**src/rtl/sbc_pkg.sv**
```systemverilog
// ----------------------------------------------------------------------------
// sbc_pkg
// Widths, codes and record types of the swept box collision block.
// ----------------------------------------------------------------------------
`timescale 1ns / 1ps

package sbc_pkg;

   // Fraction bits of the output times
   localparam int FRAC_BITS  = 16;
   // Coordinate and size widths
   localparam int IN_W       = 32;
   localparam int SZ_W       = 31;
   // Gaps and velocities are formed exactly in this many bits
   localparam int GAP_W      = IN_W + 2;
   // Scaled numerator and signed quotient widths
   localparam int NUM_W      = GAP_W + FRAC_BITS;
   localparam int QUO_W      = NUM_W + 1;
   // Divider depth: one quotient bit a stage plus the sign fix
   localparam int DIV_LAT    = NUM_W + 1;
   // Queue between front and back
   localparam int FIFO_DEPTH = 4;
   localparam int FIFO_AW    = $clog2(FIFO_DEPTH);
   localparam int FIFO_CW    = $clog2(FIFO_DEPTH + 1);

   localparam logic signed [QUO_W-1:0] ONE_T    = QUO_W'(64'd1 << FRAC_BITS);
   localparam logic signed [QUO_W-1:0] TIME_MAX = QUO_W'(64'sd2147483647);
   localparam logic signed [QUO_W-1:0] TIME_MIN = -QUO_W'(64'sd2147483648);

   typedef enum logic [2:0] {
      SIDE_NONE    = 3'd0,
      SIDE_LEFT    = 3'd1,
      SIDE_RIGHT   = 3'd2,
      SIDE_TOP     = 3'd3,
      SIDE_BOTTOM  = 3'd4,
      SIDE_UNKNOWN = 3'd5
   } side_type;

   typedef enum logic [1:0] {
      AX_NEVER,
      AX_ALWAYS,
      AX_SOMETIME
   } axis_kind_type;

   // Outcome known before the times are compared
   typedef enum logic [1:0] {
      PRE_NONE,
      PRE_UNKNOWN,
      PRE_TEST
   } pre_type;

   // One axis after classification
   typedef struct packed {
      axis_kind_type      kind;
      logic               vpos;
      logic [GAP_W-1:0]   n0_mag;
      logic               n0_neg;
      logic [GAP_W-1:0]   n1_mag;
      logic               n1_neg;
      logic [GAP_W-1:0]   den;
   } axis_rec_type;

   // One classified request, front to back
   typedef struct packed {
      axis_rec_type x;
      axis_rec_type y;
   } front_rec_type;

   // Control carried beside the dividers
   typedef struct packed {
      axis_kind_type kx;
      axis_kind_type ky;
      logic          vxpos;
      logic          vypos;
   } side_band_type;

endpackage

```
**src/rtl/sbc_fifo.sv**
```systemverilog
// ----------------------------------------------------------------------------
// sbc_fifo
// Short queue of classified requests between front and back.
// ----------------------------------------------------------------------------
`timescale 1ns / 1ps

module sbc_fifo
   import sbc_pkg::*;
(
   input  logic          clock,
   input  logic          reset,
   input  logic          push_valid,
   output logic          push_ready,
   input  front_rec_type push_data,
   output logic          pop_valid,
   input  logic          pop_ready,
   output front_rec_type pop_data
);

   front_rec_type        slot_ff [FIFO_DEPTH];
   logic [FIFO_AW-1:0]   wr_ptr_ff, wr_ptr_in, rd_ptr_ff, rd_ptr_in;
   logic [FIFO_CW-1:0]   count_ff, count_in;
   logic                 push, pop;

   assign push_ready = (count_ff != FIFO_CW'(FIFO_DEPTH));
   assign pop_valid  = (count_ff != '0);
   assign push       = push_valid && push_ready;
   assign pop        = pop_valid && pop_ready;
   assign pop_data   = slot_ff[rd_ptr_ff];

   // Pointer and fill count update
   always_comb begin
      wr_ptr_in = wr_ptr_ff;
      rd_ptr_in = rd_ptr_ff;
      count_in  = count_ff;
      if (push) begin
         wr_ptr_in = (wr_ptr_ff == FIFO_AW'(FIFO_DEPTH - 1)) ? '0 : wr_ptr_ff + 1'b1;
      end
      if (pop) begin
         rd_ptr_in = (rd_ptr_ff == FIFO_AW'(FIFO_DEPTH - 1)) ? '0 : rd_ptr_ff + 1'b1;
      end
      if (push && !pop) begin
         count_in = count_ff + 1'b1;
      end else if (pop && !push) begin
         count_in = count_ff - 1'b1;
      end
   end

   always_ff @(posedge clock) begin
      if (reset) begin
         wr_ptr_ff <= '0;
         rd_ptr_ff <= '0;
         count_ff  <= '0;
      end else begin
         wr_ptr_ff <= wr_ptr_in;
         rd_ptr_ff <= rd_ptr_in;
         count_ff  <= count_in;
      end
      if (push) begin
         slot_ff[wr_ptr_ff] <= push_data;
      end
   end

endmodule

```
**config.mk**
```make
export PLATFORM = sky130hd
export DESIGN_NAME = sbc_fifo
export DESIGN_NICKNAME = d
export VERILOG_FILES = /design/src/rtl/sbc_pkg.sv /design/src/rtl/sbc_fifo.sv
export SDC_FILE = /design/constraint.sdc
export NUM_CORES = 1
export LEC_CHECK = 0
export BUFFER_PORTS_ARGS = -buffer_cell sky130_fd_sc_hd__buf_4
export CELL_PAD_IN_SITES_DETAIL_PLACEMENT = 1
export CELL_PAD_IN_SITES_GLOBAL_PLACEMENT = 1
export CORE_UTILIZATION = 54
export DETAILED_ROUTE_END_ITERATION = 6
export GPL_ROUTABILITY_DRIVEN = 0
export HOLD_SLACK_MARGIN = 0.15
export PLACE_DENSITY = 0.88
export SYNTH_ARGS = -nofsm -noshare
export SYNTH_HDL_FRONTEND = slang
export SYNTH_SLANG_ARGS = --single-unit
```
**constraint.sdc**
```tcl
create_clock -name clock -period 13.8 [get_ports clock]
set_clock_uncertainty 0.05 [all_clocks]
set_input_delay 2.07 -clock clock [delete_from_list [all_inputs] [get_ports clock]]
set_output_delay 2.07 -clock clock [all_outputs]
set_load 0.03 [all_outputs]
```
**After elaboration in Yosys (flattened, before gate mapping)**

Memories as Yosys holds them, arrays and structs flattened. A register that Yosys moved wholly into a read port is not among the register bits.
Cells that the tools add are included.

- Register bits: 7
- Bits of input ports: 218
- Word-level logic and storage cells: 27
- RAM bits: 856
- Memories: 1
- Bits in read-only memories: 0
- Latch bits: 0

- Reductions and logical operators: 8
- Multiplexer cells: 8
- $lt $le $gt $ge: 0
- Div/mod/pow operators: 0
- Bitwise operators: 0
- Shift-type cells: 0
- $add $sub $neg: 4
- Equal/unequal tests: 3
- $mul: 0

Memory list:

| name | words | bits a word | rd ports | clocked after Yosys merged registers in | write ports | RTL line | RTL |
|---|---|---|---|---|---|---|---|
| slot_ff | 4 | 214 | 1 | 1 | 1 | sbc_fifo.sv:20 | `front_rec_type slot_ff [FIFO_DEPTH];` |

Operator list:

| cell | number |
|---|---|
| 2-bit 2-to-1 mux | 4 |
| 3-bit 2-to-1 mux | 2 |
| 2-bit by 1-bit adder with 2-bit output (second input constant) | 2 |
| 2-bit == test (second input constant) | 2 |
| 1-bit logical AND | 4 |
| 3-bit by 1-bit adder with 3-bit output (second input constant) | 1 |
| 3-bit != test (second input constant) | 1 |
| 3-bit nonzero test | 1 |
| 3-bit by 1-bit subtractor with 3-bit output (second input constant) | 1 |
| 1-bit zero test | 2 |
| 1-bit 2-to-1 mux | 2 |
| 2-bit nonzero test | 1 |

**Depth between registers and ports, before layout**

- Depth after elaboration: 6
- Mapped depth: 9
- Mapped depth without buffers: 8

**Worst setup path after synthesis**

OpenSTA, ideal clock, no wires.

- Kind: input-to-reg
- Start point: in push_valid
- End point: mem slot_ff[2][0] in the netlist's numbering, enable pin
- Data required time: 13.147 ns
- Data arrival time: 7.005 ns
- Path slack: 6.143 ns
- Cell stages on the path: 1
- Path through: and3_1

- Word-level cells in the longest chain between the ends: 3

Ends and longest elaborated chain:

| what | RTL line | RTL |
|---|---|---|
| start, declared | sbc_fifo.sv:12 | `input logic push_valid,` |
| 1-bit logical AND | sbc_fifo.sv:27 | `assign push = push_valid && push_ready;` |
| 1-bit 2-to-1 mux | sbc_fifo.sv:59 | `if (push) begin` |
| 1-bit 2-to-1 mux (not written as such) | sbc_fifo.sv:60 | `slot_ff[wr_ptr_ff] <= push_data;` |
| end, declared | sbc_fifo.sv:20 |  |

No other way between the ends.

==> metrics.cfg <==
[status]
status=finished, final reports clean

[clocking]
cts_tree=done
clock-sinks=865
clk_path_buf_depth=3
clk_latency_ps=630
postCtsHoldBufs=0
h-tree-depth=3
path_clk_slew_ps=70
root_buffer=clkbuf_16
cts_buffers=84
post-cts-setup-buffers=0
cts_resized=0

[floorplanning]
fp.dieW_um=243
dieHeight_um=243
fp-row-count=88
core_um2=57600
dieArea_um2=59200
ioPinCount=434
initial_core_util_pct=54.6

[logic_synthesis]
syn_area_um2=31500
ys.flop_type=edfxtp_1
synth_cells=1166
yosys-top-cells-count=edfxtp_1 (856), mux4_2 (186), mux4_1 (28)
synth.distinct_cells=26
async_reset_ff_share_pct=0
yosysMostFrequentCell=edfxtp_1
yosys_register_bits=865
synthTopCellsByArea=edfxtp_1 (82%), mux4_2 (13%), mux4_1 (2.3%)
synth_edf_count=856
ys_seq_area_share_pct=82.3
ys_warn_count=0
yosysTopAreaCellShare_pct=81.7
syn_nets=1391
avgSynthCellArea_um2=27.0
yosysTopAreaCell=edfxtp_1

[routing]
drt_iter0_drc=916
dr_wl_met2_mm=42.0
antenna_left=0
vias_per_cell=5.94
highest_layer=met5
drcViolationCount=0
post_drt_wl_per_cell_um=31.7
route.met3.wl_mm=6.77
wl_met1_mm=27.2
routed_wl_mm=78.9
first_pass_iters=5
via_count=14800

[cells_and_area]
multi_input_area_um2=5220
seq_area_um2=25900
drive_gt1_share_pct=44.5
nFillCells=4451
final_util_pct=66.2
area_delta_synth_final_pct=21.2
nets=1879

[sta]
fmax_mhz=156
relSlewSlack_pct=28.5
fin_crit_sh_pct=46.6
fin_crit_ps=6430
holdWs_ps=449
finalHoldViolCount=0
postLayoutSetupSlackWorst_ps=7370
worst_pin_slew_ps=1070
drv_slew=0
rsz0062_at_grt=false
finalSetupViolations=0
tns_ps=0

[setup_path]
r2r_cells=4
crit_path_start_kind=flop
required_ps=11680
path_common_cell=buf_4
critPathBufInv=3
crit_fanout=56
path_delay_family=buffers and inverters
slowest_stage=buf_4
critical_path_depth=4
crit_path_end=pop_data[149]
r2r-end=slot_ff[2][207]$_DFFE_PP_
reg2reg_slack_ps=10150
arrival_ps=4310
critical_path_class=flop to primary output
path_cells=buf_4 > buf_4 > mux4_1 > buf_4
critPathMaxStageDelay_ps=940
r2r_start=count_ff[0]$_SDFFE_PP0P_
end_kind=primary output

[global_routing]
grt_pass1_vias=16300
grt-ovfl-total=0
grt_use_total_pct=26.9
grt_pass1_wl_mm=113
grt_max_degree=73
antenna_found_initial=8

[pwr]
power_leakage_nw=12.8
p_per_area_nw_per_um2=194
netSwitchingFraction_pct=30.5
ir_drop_mv=0.147
combPwrFrac_pct=25.1
power_frac_seq_pct=44.6
clock_power_share_pct=30.3
internal_power_mw=5.14
p_switching_mw=2.26
power_mw=7.40

[job]
maxCapViolCount=0

[placed_design]
io_buffer_count=433
pre_cts_ws_ps=7940
hpwl_mm=46.3

[hold_path]
hp-class=flop to flop

## per-layer routing
metal | track usage, % | vias to the layer above
li1 | - | 6067
met1 | 31.4 | 7832
met2 | 47.0 | 733
met3 | 8.15 | 163
met4 | 9.84 | 8
met5 | 0 | -
## metrics by stage
stage                     area (µm²)  instances
after floorplan                31500       1166
after global placement         35500       2333
after detailed placement       35500       2333
after CTS                      38100       2486
after global routing           38100       2490
final                          38100       2490
## how the worst min path moves through the flow
stage | cells past startpoint | to | from
final | 2 | flop | rd_ptr_ff[0]$_SDFFE_PP0P_
after global routing | 2 | flop | rd_ptr_ff[0]$_SDFFE_PP0P_
after CTS | 2 | flop | rd_ptr_ff[0]$_SDFFE_PP0P_
after detailed placement | 2 | flop | rd_ptr_ff[0]$_SDFFE_PP0P_
after global placement | 2 | flop | rd_ptr_ff[0]$_SDFFE_PP0P_
after floorplan | 2 | flop | rd_ptr_ff[0]$_SDFFE_PP0P_
## placed cells by master (no fill, tap or decap)
| cell type | n |
|---|---|
| edfxtp_1 | 856 |
| buf_4 | 452 |
| mux4_2 | 186 |
| clkbuf_16 | 84 |
| mux4_1 | 28 |
| clkinv_2 | 20 |
| clkinv_1 | 18 |
| clkbuf_1 | 16 |
| dfxtp_1 | 7 |
| ha_1 | 6 |
| bufinv_16 | 5 |
| diode_2 | 4 |
| and3_4 | 4 |
| inv_1 | 3 |
| or3_1 | 3 |
| nor2_1 | 3 |
| mux2i_1 | 3 |
| clkinv_8 | 3 |
| clkinv_16 | 3 |
| xor2_1 | 2 |
| a21oi_1 | 2 |
| nand2b_1 | 2 |
| dfxtp_4 | 2 |
| clkinv_4 | 2 |
| or3b_1 | 1 |
| and2_4 | 1 |
| o31ai_1 | 1 |
| nor3_1 | 1 |
| nand3_1 | 1 |
| o31ai_2 | 1 |
| nand2_1 | 1 |
| o21ai_0 | 1 |
| fa_1 | 1 |
| inv_16 | 1 |
| clkinvlp_4 | 1 |
## final cells by class
| type | instances | share of cell area (%) |
|---|---|---|
| Antenna cell | 4 | 0.0262 |
| Clock buffer | 100 | 5.67 |
| Clock inverter | 53 | 1.32 |
| Inverter | 3 | 0.0295 |
| Multi-Input combinational cell | 248 | 13.7 |
| Sequential cell | 865 | 67.9 |
| Tap cell | 765 | 2.51 |
| Timing Repair Buffer | 452 | 8.89 |
## sequential cells by signal, summed over array words and instances, names as in the netlist, named ones only
signal and flops:
slot_ff 856, count_ff 3, rd_ptr_ff 2, wr_ptr_ff 2
## power groups by stage
| stage | Sequential, mW | Combinational [mW] | Clock (mW) |
|---|---|---|---|
| floorplan | 3.34 | 1.22 | 0 |
| global placement | 3.31 | 1.80 | 0 |
| detailed placement | 3.34 | 1.85 | 0 |
| CTS | 3.30 | 1.88 | 2.28 |
| global route | 3.32 | 1.94 | 2.36 |
| finish | 3.30 | 1.86 | 2.24 |
## logic make-up (layout without fill, tap and decap cells)
| family | after synthesis | after routing | synth area share, % |
|---|---|---|---|
| adders and majority gates | 7 | 7 | 0.302 |
| xor gates and xnor gates | 2 | 2 | 0.0557 |
| AOI/OAI and AO/OA | 5 | 5 | 0.111 |
| buffers and inverters | 53 | 608 | 1.20 |
| DFF | 865 | 865 | 82.3 |
| other | 0 | 4 | 0 |
| muxes | 217 | 217 | 15.7 |
| and+or+nand+nor | 17 | 17 | 0.314 |
## tightest hold or removal path, cell delays in order (launching register included)
cell and delay, ps:
dfxtp_1 320, nand2_1 60, a21oi_1 80
Note: power is estimated with default switching activity, not from simulation.
