[src/rtl/sbc_pkg.sv]
// ----------------------------------------------------------------------------
// sbc_pkg
// Widths, codes and record types of the swept box collision block.
// ----------------------------------------------------------------------------
`timescale 1ns / 1ps

package sbc_pkg;

   // Fraction bits of the output times
   localparam int FRAC_BITS  = 16;
   // Coordinate and size widths
   localparam int IN_W       = 32;
   localparam int SZ_W       = 31;
   // Gaps and velocities are formed exactly in this many bits
   localparam int GAP_W      = IN_W + 2;
   // Scaled numerator and signed quotient widths
   localparam int NUM_W      = GAP_W + FRAC_BITS;
   localparam int QUO_W      = NUM_W + 1;
   // Divider depth: one quotient bit a stage plus the sign fix
   localparam int DIV_LAT    = NUM_W + 1;
   // Queue between front and back
   localparam int FIFO_DEPTH = 4;
   localparam int FIFO_AW    = $clog2(FIFO_DEPTH);
   localparam int FIFO_CW    = $clog2(FIFO_DEPTH + 1);

   localparam logic signed [QUO_W-1:0] ONE_T    = QUO_W'(64'd1 << FRAC_BITS);
   localparam logic signed [QUO_W-1:0] TIME_MAX = QUO_W'(64'sd2147483647);
   localparam logic signed [QUO_W-1:0] TIME_MIN = -QUO_W'(64'sd2147483648);

   typedef enum logic [2:0] {
      SIDE_NONE    = 3'd0,
      SIDE_LEFT    = 3'd1,
      SIDE_RIGHT   = 3'd2,
      SIDE_TOP     = 3'd3,
      SIDE_BOTTOM  = 3'd4,
      SIDE_UNKNOWN = 3'd5
   } side_type;

   typedef enum logic [1:0] {
      AX_NEVER,
      AX_ALWAYS,
      AX_SOMETIME
   } axis_kind_type;

   // Outcome known before the times are compared
   typedef enum logic [1:0] {
      PRE_NONE,
      PRE_UNKNOWN,
      PRE_TEST
   } pre_type;

   // One axis after classification
   typedef struct packed {
      axis_kind_type      kind;
      logic               vpos;
      logic [GAP_W-1:0]   n0_mag;
      logic               n0_neg;
      logic [GAP_W-1:0]   n1_mag;
      logic               n1_neg;
      logic [GAP_W-1:0]   den;
   } axis_rec_type;

   // One classified request, front to back
   typedef struct packed {
      axis_rec_type x;
      axis_rec_type y;
   } front_rec_type;

   // Control carried beside the dividers
   typedef struct packed {
      axis_kind_type kx;
      axis_kind_type ky;
      logic          vxpos;
      logic          vypos;
   } side_band_type;

endpackage

[src/rtl/sbc_front.sv]
// ----------------------------------------------------------------------------
// sbc_front
// Accepts requests, forms relative velocity and gaps, classifies each axis.
// ----------------------------------------------------------------------------
`timescale 1ns / 1ps

module sbc_front
   import sbc_pkg::*;
(
   input  logic                   clock,
   input  logic                   reset,
   input  logic                   req_valid,
   output logic                   req_ready,
   input  logic [SZ_W-1:0]        req_a_width,
   input  logic [SZ_W-1:0]        req_a_height,
   input  logic signed [IN_W-1:0] req_a_start_x,
   input  logic signed [IN_W-1:0] req_a_start_y,
   input  logic signed [IN_W-1:0] req_a_end_x,
   input  logic signed [IN_W-1:0] req_a_end_y,
   input  logic [SZ_W-1:0]        req_b_width,
   input  logic [SZ_W-1:0]        req_b_height,
   input  logic signed [IN_W-1:0] req_b_start_x,
   input  logic signed [IN_W-1:0] req_b_start_y,
   input  logic signed [IN_W-1:0] req_b_end_x,
   input  logic signed [IN_W-1:0] req_b_end_y,
   output front_rec_type          rec,
   output logic                   rec_valid,
   input  logic                   rec_ready
);

   front_rec_type             rec_ff, rec_in;
   logic                      valid_ff, valid_in;
   logic signed [GAP_W-1:0]   vx, vy;
   logic                      accept;

   // Per axis gaps, divisor and overlap kind
   function automatic axis_rec_type classify(
      input logic signed [IN_W-1:0]  a_lo,
      input logic [SZ_W-1:0]         a_sz,
      input logic signed [IN_W-1:0]  b_lo,
      input logic [SZ_W-1:0]         b_sz,
      input logic signed [GAP_W-1:0] v
   );
      logic signed [GAP_W-1:0] alo, blo, ahi, bhi, n0, n1;
      axis_rec_type            r;
      alo = GAP_W'(a_lo);
      blo = GAP_W'(b_lo);
      ahi = alo + $signed(GAP_W'(a_sz));
      bhi = blo + $signed(GAP_W'(b_sz));
      r.vpos = (v > 0);
      if (v == 0) begin
         r.kind = (ahi <= blo || alo >= bhi) ? AX_NEVER : AX_ALWAYS;
         n0     = '0;
         n1     = '0;
         r.den  = GAP_W'(1);
      end else if (v > 0) begin
         r.kind = AX_SOMETIME;
         n0     = alo - bhi;
         n1     = ahi - blo;
         r.den  = $unsigned(v);
      end else begin
         r.kind = AX_SOMETIME;
         n0     = blo - ahi;
         n1     = bhi - alo;
         r.den  = $unsigned(-v);
      end
      r.n0_neg = n0[GAP_W-1];
      r.n1_neg = n1[GAP_W-1];
      r.n0_mag = r.n0_neg ? $unsigned(-n0) : $unsigned(n0);
      r.n1_mag = r.n1_neg ? $unsigned(-n1) : $unsigned(n1);
      return r;
   endfunction

   // B's motion relative to A
   assign vx = (GAP_W'(req_b_end_x) - GAP_W'(req_b_start_x))
             - (GAP_W'(req_a_end_x) - GAP_W'(req_a_start_x));
   assign vy = (GAP_W'(req_b_end_y) - GAP_W'(req_b_start_y))
             - (GAP_W'(req_a_end_y) - GAP_W'(req_a_start_y));

   assign req_ready = !valid_ff || rec_ready;
   assign accept    = req_valid && req_ready;

   always_comb begin
      rec_in   = rec_ff;
      valid_in = valid_ff;
      if (accept) begin
         rec_in.x = classify(req_a_start_x, req_a_width, req_b_start_x, req_b_width, vx);
         rec_in.y = classify(req_a_start_y, req_a_height, req_b_start_y, req_b_height, vy);
         valid_in = 1'b1;
      end else if (rec_ready) begin
         valid_in = 1'b0;
      end
   end

   always_ff @(posedge clock) begin
      if (reset) begin
         valid_ff <= 1'b0;
      end else begin
         valid_ff <= valid_in;
      end
      rec_ff <= rec_in;
   end

   assign rec       = rec_ff;
   assign rec_valid = valid_ff;

endmodule

[config.mk]
export PLATFORM = sky130hd
export DESIGN_NAME = sbc_front
export DESIGN_NICKNAME = d
export VERILOG_FILES = /design/src/rtl/sbc_pkg.sv /design/src/rtl/sbc_front.sv
export SDC_FILE = /design/constraint.sdc
export NUM_CORES = 2
export LEC_CHECK = 0
export ABC_AREA = 1
export BUFFER_PORTS_ARGS = -buffer_cell sky130_fd_sc_hd__buf_2
export CAP_MARGIN = 15
export CELL_PAD_IN_SITES_DETAIL_PLACEMENT = 0
export CELL_PAD_IN_SITES_GLOBAL_PLACEMENT = 1
export CORE_ASPECT_RATIO = 1.2
export CORE_UTILIZATION = 46
export CTS_CLUSTER_SIZE = 8
export DETAILED_ROUTE_END_ITERATION = 8
export PLACE_DENSITY = 0.86
export REMOVE_ABC_BUFFERS = 1
export SETUP_SLACK_MARGIN = 0.2
export SYNTH_ARGS = -nofsm -noshare
export SYNTH_HDL_FRONTEND = slang
export SYNTH_SLANG_ARGS = --single-unit
[constraint.sdc]
create_clock -name clock -period 34.4 [get_ports clock]
set_clock_uncertainty 0.05 [all_clocks]
set_input_delay 0 -clock clock [delete_from_list [all_inputs] [get_ports clock]]
set_output_delay 0 -clock clock [all_outputs]
set_load 0.05 [all_outputs]
Word level (Yosys, flattened, before mapping)
Index checks and enable logic that the tools add are counted.

Register bits after elaboration: 215. Input port bits: 384. Output and inout bits: 216. Logic and storage cells: 79.

$add $sub $neg: 24. $lt $le $gt $ge: 6. Muxes and demuxes: 22. Reduce and logical (&&, ||, !) cells: 8.

Operator list (number): $mux 34 (14); $neg 34->34 (6); $sub 32x33->34 (4); $sub 33x32->34 (4); $add 32x32->33 (4); $mux 33 (4); $sub 32x32->33 (4); $gt 34x1->1 const B (2); $logic_not 34->1 (2); $sub 33x33->34 (2); $ge 32x33->1 (2); $le 33x32->1 (2); $mux 1 (4); $logic_or 1x1->1 (3); $reduce_bool 2->1 (1); $logic_and 1x1->1 (1); $logic_not 1->1 (1).

Logic depth before layout (Yosys ltp)
Depth in word-level cells: 8. Gate-level depth with buffers: 41. Mapped depth without buffers: 41.

Worst setup path before layout
OpenSTA, ideal clock, no wires.

Path type: flip-flop to flip-flop. From: reg valid_ff (netlist: rec_valid). To: reg rec_ff (netlist bit rec[0]), enable pin. Setup time: 858 ps. Arrival: 10863 ps. Required time: 33492 ps. Slack: 22628 ps. Stages on the path, launching flop included: 2. Path buffers: 0. Clock period less this slack: 11772 ps. Cell sequence: dfxtp_1 -> a21oi_1.

Longest elaborated chain between the ends: 3.

RTL lines: from (decl) (line sbc_front.sv:32) `logic valid_ff, valid_in;`; from (signal assigned) (line sbc_front.sv:99) `valid_ff <= valid_in;`; $logic_not 1->1 (line sbc_front.sv:80) `assign req_ready = !valid_ff || rec_ready;`; $logic_or 1x1->1 (line sbc_front.sv:80); $logic_and 1x1->1 (line sbc_front.sv:81) `assign accept = req_valid && req_ready;`; net accept (line sbc_front.sv:34) `logic accept;`; to (signal assigned) (line sbc_front.sv:101) `rec_ff <= rec_in;`; to (decl) (line sbc_front.sv:31) `front_rec_type rec_ff, rec_in;`.

The timed path passes the listed nets, and every way through them passes these cells. A chain may end at the register's enable or synchronous reset.

Worst setup path in the final report
From: in req_a_start_x[1]. To: reg rec_ff (netlist bit rec[160]), data pin.

Longest elaborated chain between the ends: 8. Elaborated cells on any way between the ends: 12. Classes of those cells: add/sub: 6; order compare: 1; mux: 4; reduce/logical: 1.

RTL lines: from (decl) (line sbc_front.sv:16) `input logic signed [IN_W-1:0] req_a_start_x,`; $sub 32x32->33 (line sbc_front.sv:76) `- (GAP_W'(req_a_end_x) - GAP_W'(req_a_start_x));`; $sub 33x33->34 (line sbc_front.sv:76); $gt 34x1->1 (line sbc_front.sv:56) `end else if (v > 0) begin`; $mux 34 (line sbc_front.sv:56); $mux 34 (*) (line sbc_front.sv:51) `if (v == 0) begin`; $mux 34 (*) (line sbc_front.sv:86) `if (accept) begin`; $neg 34->34 (line sbc_front.sv:70) `r.n1_mag = r.n1_neg ? $unsigned(-n1) : $unsigned(n1);`; $mux 33 (*) (line sbc_front.sv:70).

Every way passes the cells marked *; elsewhere a longest branch is shown, timed or not. The select of a mux whose other input is x is not followed.

==> results.toml <==
[critical_path]
crit_buf_inv = 6
start_kind = "input port"
critPathMaxStageDelay_ns = 0.61
crit_start = "req_a_start_x[1]"
r2r_cells = 3
arrival_ns = 6.90
criticalPathCategory = "input port to flip-flop"
crit_family = "compound AO/OA/AOI/OAI gates"
required_ns = 34.71
path_depth = 32
timing.critical_path.mode_cell = "nand2_1"
crit_slowest_cell = "inv_2"
worstReg2RegStart = "rec_valid"
endpoint_kind = "flip-flop"
path_max_fanout = 33

[logic_synthesis]
synth_ff_type = "edfxtp_1"
yosys.area_share.simple_pct = 29.7
avgSynthCellArea_um2 = 6.15
synth-xor-area-share_pct = 8.03
async_flop_share_pct = 0
synth_compound_area_share_pct = 15.8
syn_inst = 7470
yosysTopAreaCellShare_pct = 16.6
yosysTopAreaCell = "nand2_1"
synth_top_family_by_area = "simple AND/OR/NAND/NOR gates"
ys_seq_area_share_pct = 14.0
synth-edff-count = 214
ys_types = 62
synth_warnings = 0
synthAdderAreaFrac_pct = 18.9
synth-seq-cells = 215
mappedNetlistArea_um2 = 45900
synthMuxAreaShare_pct = 0.0436
netlist_top_cells_area = "nand2_1, edfxtp_1, ha_1"

[die]
dieArea_um2 = 101000
io_pins = 600
start_util_pct = 46.6
core-area_um2 = 98700
fp.dieW_um = 291
fp.dieH_um = 348
std_cell_rows = 126

[clocking]
ctsResizeCount = 0
htreeDepth = 1
clkTransAtPathRegs_ns = 0.06
postCtsSetupRepairBufs = 0
clock_sinks = 215
cts_tree = "done"
cts_root_buf = "clkbuf_16"
clockBufferDepth = 3
cts_made_buffers = 31
clk_latency_ns = 0.64

[route]
ant_nets = 0
via_per_inst = 5.42
routed_wl_um = 204000
drt_iter0_markers = 4265
vias = 50400
wire_per_inst_um = 21.9
drc_errors = 0
firstDrtPassIters = 6

[final_layout]
multi_input_area_um2 = 33300
n_fill_cell = 10500
final_layout_size_suffix_gt1_share_pct = 10.2
area.growth.synth_to_final_pct = 10.7
seqCellArea_um2 = 6450
post-route-util_pct = 51.5
nets = 8963

[worst_hold_path]
worstHoldStart = "req_valid"
whs_path_depth = 4
hold_class = "input port to flip-flop"

[timing]
fin_crit_sh_pct = 19.2
fmax_mhz = 152
hold_viol_final = 1
drv_slew = 0
setup_violations = 0
hold_ws_ns = -0.000294
post-route-min-period_ns = 6.59
rsz0062_at_grt = "no"
max_slew_margin_pct = 17.0
worst_pin_slew_ns = 1.25
fin_tns_setup_ns = 0

[place]
hpwl_um = 178000
port_buffers = 599
place.gp.congestion = 1.05

[grt]
grt_pass1_vias = 48000
grt_max_degree = 138
grt.total_usage_pct = 39.0
grt_overflow_total = 0
grt_pass1_wl_um = 295000
antenna_found_initial = 35

[pwr]
leakagePower_nw = 27.5
p_sw_mw = 2.81
power.density_nw_per_um2 = 87.9
clockPowerShare_pct = 6.4
pwr-share-comb_pct = 80.8
p_sw_share_pct = 62.8
ir_drop_uv = 71.5
p_seq_share_pct = 12.7
internal-power_mw = 1.66

[status]
violations = "hold timing"
status = "finished with violations"

[job]
max_cap_viol_count = 0
[stage by stage]
step | cell area, um2 | hold slack, ns | instances | power, mW | setup WS, ns
6_report | 50900 | -0.000294 | 9285 | 4.47 | 27.81
5_1_grt | 50800 | 0.0529 | 9267 | 4.80 | 27.30
4_1_cts | 50800 | 0.0262 | 9263 | 4.43 | 27.94
3_5_place_dp | 49900 | 0.110 | 9214 | 4.13 | 27.60
3_3_place_gp | 49900 | 0.105 | 9214 | 4.09 | 27.68
2_1_floorplan | 45200 | 0.0191 | 7325 | 3.06 | 22.63
[Yosys cell counts, types with 5 or more instances]
| master | instances |
|---|---|
| clkbuf_1 | 76 |
| buf_4 | 9 |
| nor3_1 | 57 |
| edfxtp_1 | 214 |
| o21ai_2 | 17 |
| nor2_4 | 6 |
| a31oi_1 | 16 |
| nand2_1 | 2028 |
| o211ai_1 | 19 |
| nor2_2 | 30 |
| and2_1 | 5 |
| ha_1 | 466 |
| nor2_1 | 581 |
| buf_2 | 39 |
| inv_2 | 47 |
| o21bai_1 | 34 |
| nand2_2 | 28 |
| a21boi_0 | 37 |
| xor2_1 | 317 |
| fa_1 | 142 |
| o21ai_0 | 433 |
| or2_2 | 22 |
| nand3b_1 | 20 |
| nor4_1 | 11 |
| a21o_1 | 37 |
| xnor2_1 | 104 |
| nand3_1 | 391 |
| o21a_1 | 39 |
| nand4_1 | 82 |
| or2_1 | 7 |
| nand3_2 | 5 |
| buf_6 | 16 |
| a21oi_1 | 554 |
| inv_1 | 1400 |
| o21ai_1 | 125 |
[routing by layer]
metal / share of wire, % / track usage (%) / wire length (um)
met1: 38 / 43.7 / 76700
met2: 46 / 66.1 / 93900
met3: 6.7 / 5.42 / 13600
met4: 9.4 / 32.1 / 19200
met5: 0.089 / 0 / 181
[cells by family after synthesis]
family	after synthesis
AOI/OAI and AO/OA	1335
xor gates and xnor gates	421
adders and majority gates	608
buffers and inverters	1595
DFF	215
muxes	2
and+or+nand+nor	3294
[layout make-up]
class,count,area share [%]
Tap cell,1280,3.15
Sequential cell,215,12.7
Clock inverter,3,0.0664
Timing Repair Buffer,613,6.15
Antenna cell,22,0.108
Clock buffer,42,1.61
Inverter,1450,10.7
Multi-Input combinational cell,5660,65.5
[timing repair]
action,in CTS,in global routing
hold buffers,4,0
hold endpoints to repair,2,0
endpoints found under the setup margin,0,0
[worst paths after layout]
| kind | to | slack, ns |
|---|---|---|
| min | rec[123] | -0.0003 |
| max | rec[160] | 27.81 |
| min reg2reg | rec[123] | 0.86 |
| max reg2reg | rec[43] | 31.59 |
[registers in the layout, summed over array words and instances (netlist names)]
name	cells
rec_valid	1
rec	214
[worst register-to-register path, delay by kind of cell (launching register included)]
family                 cells  cell delay [ns]
AO/OA/AOI/OAI              1             0.17
flip-flops                 1             0.34
buffers and inverters      2             1.81
[layout by cell type (no fill, tap or decap), types with 214 or more instances in the layout]
cell type / instances
inv_1: 1400
edfxtp_1: 214
a21oi_1: 553
buf_2: 599
ha_1: 466
xor2_1: 317
nor2_1: 581
nand3_1: 391
o21ai_0: 433
nand2_1: 2026
[power groups by stage]
stage,sequential [mW],combinational [mW],clock (mW)
after floorplan,1.02,2.04,0
after global placement,0.571,3.52,0
after detailed placement,0.575,3.55,0
after CTS,0.571,3.57,0.290
after global routing,0.579,3.92,0.300
final,0.570,3.61,0.288
(Power assumes the default switching activity.)
